$ cat src/rtl/lci_pkg.sv
// ----------------------------------------------------------------------------
// lci_pkg: shared types and constants for the line and circle intersection
// block.
// Holds the item structs, the status codes, the width constants and the
// handover record that passes from the front part to the back part.
// ----------------------------------------------------------------------------
`default_nettype none

package lci_pkg;

  localparam int unsigned CoordBits   = 16;
  localparam int unsigned InFracBits  = 4;
  localparam int unsigned OutFracBits = 16;
  localparam int unsigned ScaleK      = OutFracBits - InFracBits;
  localparam int unsigned OutBits     = 32;

  // Widths of the exact intermediate values.
  localparam int unsigned DiffBits = CoordBits + 1;   // e and u components
  localparam int unsigned DotBits  = 2 * DiffBits + 1; // X, Y and U
  localparam int unsigned DiscBits = 2 * DotBits + 2;  // discriminant d
  localparam int unsigned BaseBits = DotBits + DiffBits + CoordBits + 1;
  localparam int unsigned RadBits  = (DiscBits + 2 * ScaleK + 1) / 2 + 1;
  localparam int unsigned NumBits  = CoordBits + DotBits + ScaleK + 3;

  // Pipeline depths of the iterative back-end units. The divider walks every
  // bit of its dividend, so it needs one step per dividend bit.
  localparam int unsigned SqrtSteps = (DiscBits + 2 * ScaleK + 1) / 2;
  localparam int unsigned QuotBits  = NumBits + 1;

  // Depth of the queue between the front and the back.
  localparam int unsigned QueueDepth = 4;
  localparam int unsigned QueueIdxW  = $clog2(QueueDepth);

  typedef enum logic [1:0] {
    StatusTwoPoints  = 2'd0,
    StatusNoCross    = 2'd1,
    StatusDegenerate = 2'd2
  } status_e;

  typedef struct packed {
    logic signed [CoordBits-1:0] center_x;
    logic signed [CoordBits-1:0] center_y;
    logic        [CoordBits-2:0] radius;
    logic signed [CoordBits-1:0] first_x;
    logic signed [CoordBits-1:0] first_y;
    logic signed [CoordBits-1:0] second_x;
    logic signed [CoordBits-1:0] second_y;
  } in_item_t;

  typedef struct packed {
    logic        [1:0]         status;
    logic signed [OutBits-1:0] near_x;
    logic signed [OutBits-1:0] near_y;
    logic signed [OutBits-1:0] far_x;
    logic signed [OutBits-1:0] far_y;
  } out_item_t;

  // Classified query as it leaves the front part.
  typedef struct packed {
    status_e                    status;
    logic        [DiscBits-1:0] disc;
    logic        [DotBits-1:0]  dot_ee;
    logic signed [BaseBits-1:0] base_x;
    logic signed [BaseBits-1:0] base_y;
    logic signed [DiffBits-1:0] dir_x;
    logic signed [DiffBits-1:0] dir_y;
  } job_t;

endpackage : lci_pkg

`default_nettype wire

$ cat src/rtl/lci_queue.sv
// ----------------------------------------------------------------------------
// lci_queue: small first-in first-out queue between the front and the back.
// Register based; one write and one read port.
// ----------------------------------------------------------------------------
`default_nettype none

module lci_queue (
  input  wire logic       clk_i,
  input  wire logic       rst_ni,
  input  wire logic       push_i,
  input  lci_pkg::job_t   push_job_i,
  output logic            full_o,
  input  wire logic       pop_i,
  output logic            empty_o,
  output lci_pkg::job_t   pop_job_o
);
  import lci_pkg::*;

  job_t                 slot_q [QueueDepth];
  logic [QueueIdxW-1:0] wr_q, rd_q;
  logic [QueueIdxW:0]   count_q;

  assign full_o    = (count_q == (QueueIdxW+1)'(QueueDepth));
  assign empty_o   = (count_q == '0);
  assign pop_job_o = slot_q[rd_q];

  always_ff @(posedge clk_i or negedge rst_ni) begin
    if (!rst_ni) begin
      wr_q    <= '0;
      rd_q    <= '0;
      count_q <= '0;
    end else begin
      if (push_i) wr_q <= wr_q + 1'b1;
      if (pop_i)  rd_q <= rd_q + 1'b1;
      count_q <= count_q + (QueueIdxW+1)'(push_i) - (QueueIdxW+1)'(pop_i);
    end
  end

  always_ff @(posedge clk_i) begin
    if (push_i) slot_q[wr_q] <= push_job_i;
  end

endmodule : lci_queue

`default_nettype wire

$ cat config.mk
export PLATFORM = sky130hd
export DESIGN_NAME = lci_queue
export DESIGN_NICKNAME = d
export VERILOG_FILES = /design/src/rtl/lci_pkg.sv /design/src/rtl/lci_queue.sv
export SDC_FILE = /design/constraint.sdc
export NUM_CORES = 1
export LEC_CHECK = 0
export BUFFER_PORTS_ARGS = -buffer_cell sky130_fd_sc_hd__clkbuf_2
export CELL_PAD_IN_SITES_DETAIL_PLACEMENT = 1
export CELL_PAD_IN_SITES_GLOBAL_PLACEMENT = 1
export CORE_MARGIN = 2
export CORE_UTILIZATION = 46
export CTS_CLUSTER_DIAMETER = 60
export DETAILED_ROUTE_END_ITERATION = 8
export PLACE_DENSITY_LB_ADDON = 0.1
export SYNTH_ARGS = -nofsm -noshare
export SYNTH_HDL_FRONTEND = slang
export SYNTH_SLANG_ARGS = --single-unit
$ cat constraint.sdc
create_clock -name clk_i -period 8.2 [get_ports clk_i]
set_input_delay 1.64 -clock clk_i [delete_from_list [all_inputs] [get_ports clk_i]]
set_output_delay 1.64 -clock clk_i [all_outputs]
set_load 0.05 [all_outputs]
Yosys cells after proc, flatten, opt, wreduce, memory -nomap -nowiden

Memory sizes are Yosys's and may differ from the RTL's.
Index checks and enable logic that the tools add are counted.
W data, S select, Z words.

Equal/unequal tests: 1
Multiplexer cells: 2
Add/subtract/negate cells: 4
Reductions and logical operators: 1

Operators with widths:

| cell                  | count |
|---|---|
| $add A2 B1 Y2 const B | 2 |
| $add A3 B1 Y3         | 1 |
| $eq A3 B3 Y1 const B  | 1 |
| $logic_not A3 Y1      | 1 |
| $sub A3 B1 Y3         | 1 |
| $mux W1               | 2 |

Bits of input ports: 285
Logic and storage cells: 12
Register bits: 7
Memories: 1
Output and inout port bits: 283
Memory bits (writable): 1,124

Memories:

| memory | depth | width | read ports | clocked after Yosys merged registers in | wr ports | line            | text |
|---|---|---|---|---|---|---|---|
| slot_q | 4     | 281   | 1          | 0                                       | 1        | lci_queue.sv:19 | `job_t slot_q [QueueDepth];` |

Longest topological paths before layout

Depth after elaboration: 2
Mapped depth: 7
Mapped depth without buffers: 7

Worst setup path before layout

No wires, ideal clock.

Path kind: input to register
Start point: input push_i
End point: memory slot_q[0][0] in the netlist's numbering, enable pin
Arrival: 7.983 ns
Stages on the path: 1
Setup slack: -0.460 ns
Cell sequence: and2_1

Longest elaborated chain between the ends: 2

Ends and longest elaborated chain:

| what                          | line            | text |
|---|---|---|
| from (decl)                   | lci_queue.sv:10 | `input wire logic push_i,` |
| $mux W1                       | lci_queue.sv:40 | `if (push_i) slot_q[wr_q] <= push_job_i;` |
| $mux W1 (not written as such) | lci_queue.sv:40 |  |
| to (decl)                     | lci_queue.sv:19 |  |

No other way between the ends.

==> metrics.txt <==
Syn Nets=1794; Yosys warnings=0; initial DRC count=1108; cts hold-fix bufs=0; PnR Total Power=20900 uW; Clock Path Buffers=3; post-CTS sizing=0; Leak Pwr=0.0167 uW; Worst Clk Skew=0.0261 ns; CTS tree=done; Startpoint Class=register; maximum VDD drop=247 uV; final wirelength=90300 um; Rows=109; total number of vias=18200; Die Y=303 um; Die X-Extent=303 um; Worst Tran Pin Value=1.08 ns; Rel. slew slack=0.281; global-route wire length before repair=131000 um; fillcell total=7595; FMAX=198 MHz; Max Slew Vio Count=0; die area=91900 sq um; CTS Buf Count=119; library cells used by synthesis=18; Mapped Cells=1502; HPWL after detailed placement=55000 um; Power Dens Cells=429 nW/um^2; fin crit period=5.04 ns; IO buf count=567; Critical Path RT=6.56 ns; Vias/cell=5.33; synthesis-to-layout area growth=18.6%; Synth Cell Area=41200 sq um; worst-skew pair later-pin latency=0.69 ns; number of max-cap violations=0; Worst path slowest cell=dfrtp_4; vias in the first global route=19800; largest net degree at the start of global routing=141; #FFs+latches synth=1131; RSZ-0062 raised after global routing=false; Avg Cell Area, Syn=27.4 sq um; clock-pin slew on the worst setup and hold paths=0.05 ns; wire per inst=26.5 um; Max FO, Critical Path=138; TritonCTS sink count=1131; GR Util All Layers=0.196; Pre-antenna DRT Iters=5; Final period util=0.614; CP max stage delay=1.02 ns; Initial Utilization=0.465; DRC=0; Worst Path Buf+Inv=2; share of cells above drive strength 1=0.463; Layout Nets=2436; Cell Area, Placed=45000 sq um; initial antenna violation count=22; WHS=0.534 ns; Critical Path AT=3.40 ns; sequential share of the synthesized area=0.824; CP Class=reg -> out; Core ar.=88500 sq um; setup violators final=0; post-route design area=48800 sq um; TNS Setup=0 ns; Routed Antenna Nets=0; kind of cell adding the most delay to the critical path=flip-flops; final hold viol count=0; GP Congestion=0.762; GRT Residual Overflow=0; postcts setup bufs=0; Cell Chain, Critical Path=buf_12 -> mux4_2 -> clkbuf_2; Clk Tree Root Cell=clkbuf_16; io pins=568; H-tree lvl count=3; status=finished clean; CP Capture Type=output pin; Hold Path Class=reg -> reg
report_power, final:
group          internal (uW)  switching, uW
Clock                   3060           2130
Sequential              7570            300
Combinational           2160           5730
Total                  12800           8160
registers in the layout, indices dropped and copies added (netlist names):
signal and flops:
slot_q 1124, count_q 3, rd_q 2, wr_q 2
stage by stage:
step	setup WS, ns	std cells	util
after floorplan	2.66	1502	-
after global placement	3.82	3188	0.509
after global routing	3.05	3409	0.552
after CTS	3.09	3405	0.551
final	3.16	3411	0.552
after detailed placement	3.85	3188	0.509
cells in the mapped netlist, drive strengths merged:
cell type,number,area [sq um]
and2,4,25.0
and3,1,6.26
buf,60,689
clkbuf,3,11.3
dfrtp,7,175
edfxtp,1124,33800
fa,1,20.0
ha,6,75.1
inv,6,22.5
mux4,281,6330
nand2,2,7.51
nor3,1,5.00
o21ai,1,5.00
xnor2,3,26.3
xor2,2,17.5
cells in the final DEF (no fill, tap or decap), drive strengths merged:
cell,n
edfxtp,1124
clkbuf,707
mux4,281
clkinv,56
buf,17
bufinv,12
inv,12
dfrtp,7
diode,6
ha,6
and2,4
xnor2,3
clkinvlp,3
xor2,2
nand2,2
nor3,1
and3,1
o21ai,1
fa,1
layer usage:
metal	wire length, um	global-route usage
met5	219	0
met4	2260	0.0613
met3	6650	0.0609
met2	47300	0.335
met1	33800	0.240
layout make-up:
cell class	count	area (sq um)	share of cell area
antenna	6	15.0	0.000308
clock buffer	140	3100	0.0635
clock inverter	77	692	0.0142
inverter	6	22.5	0.000461
multi-input combinational	302	6530	0.134
sequential	1131	33900	0.695
tap	1165	1460	0.0299
timing repair buffer	584	3080	0.0630
path summary, 6_finish.rpt:
path,start,endpoint,slack [ns],cells past startpoint
max in group asynchronous,rst_ni,rd_q[1],7.18,1
max,rd_q[1],pop_job_o[271],3.16,3
min in group asynchronous,rst_ni,wr_q[1],0.81,1
min,wr_q[0],wr_q[0],0.53,1
min reg2reg,wr_q[0],wr_q[0],0.53,1
max reg2reg,wr_q[0],slot_q[2][88],5.51,4
kinds of logic after synthesis:
family	share of synthesized area
buf+inv	0.0176
simple gates	0.00106
mux	0.154
xor+xnor	0.00106
fa+ha+maj	0.00231
flops	0.824
compound gates	0.000121
No activity file was read; power rests on OpenSTA's default activity.
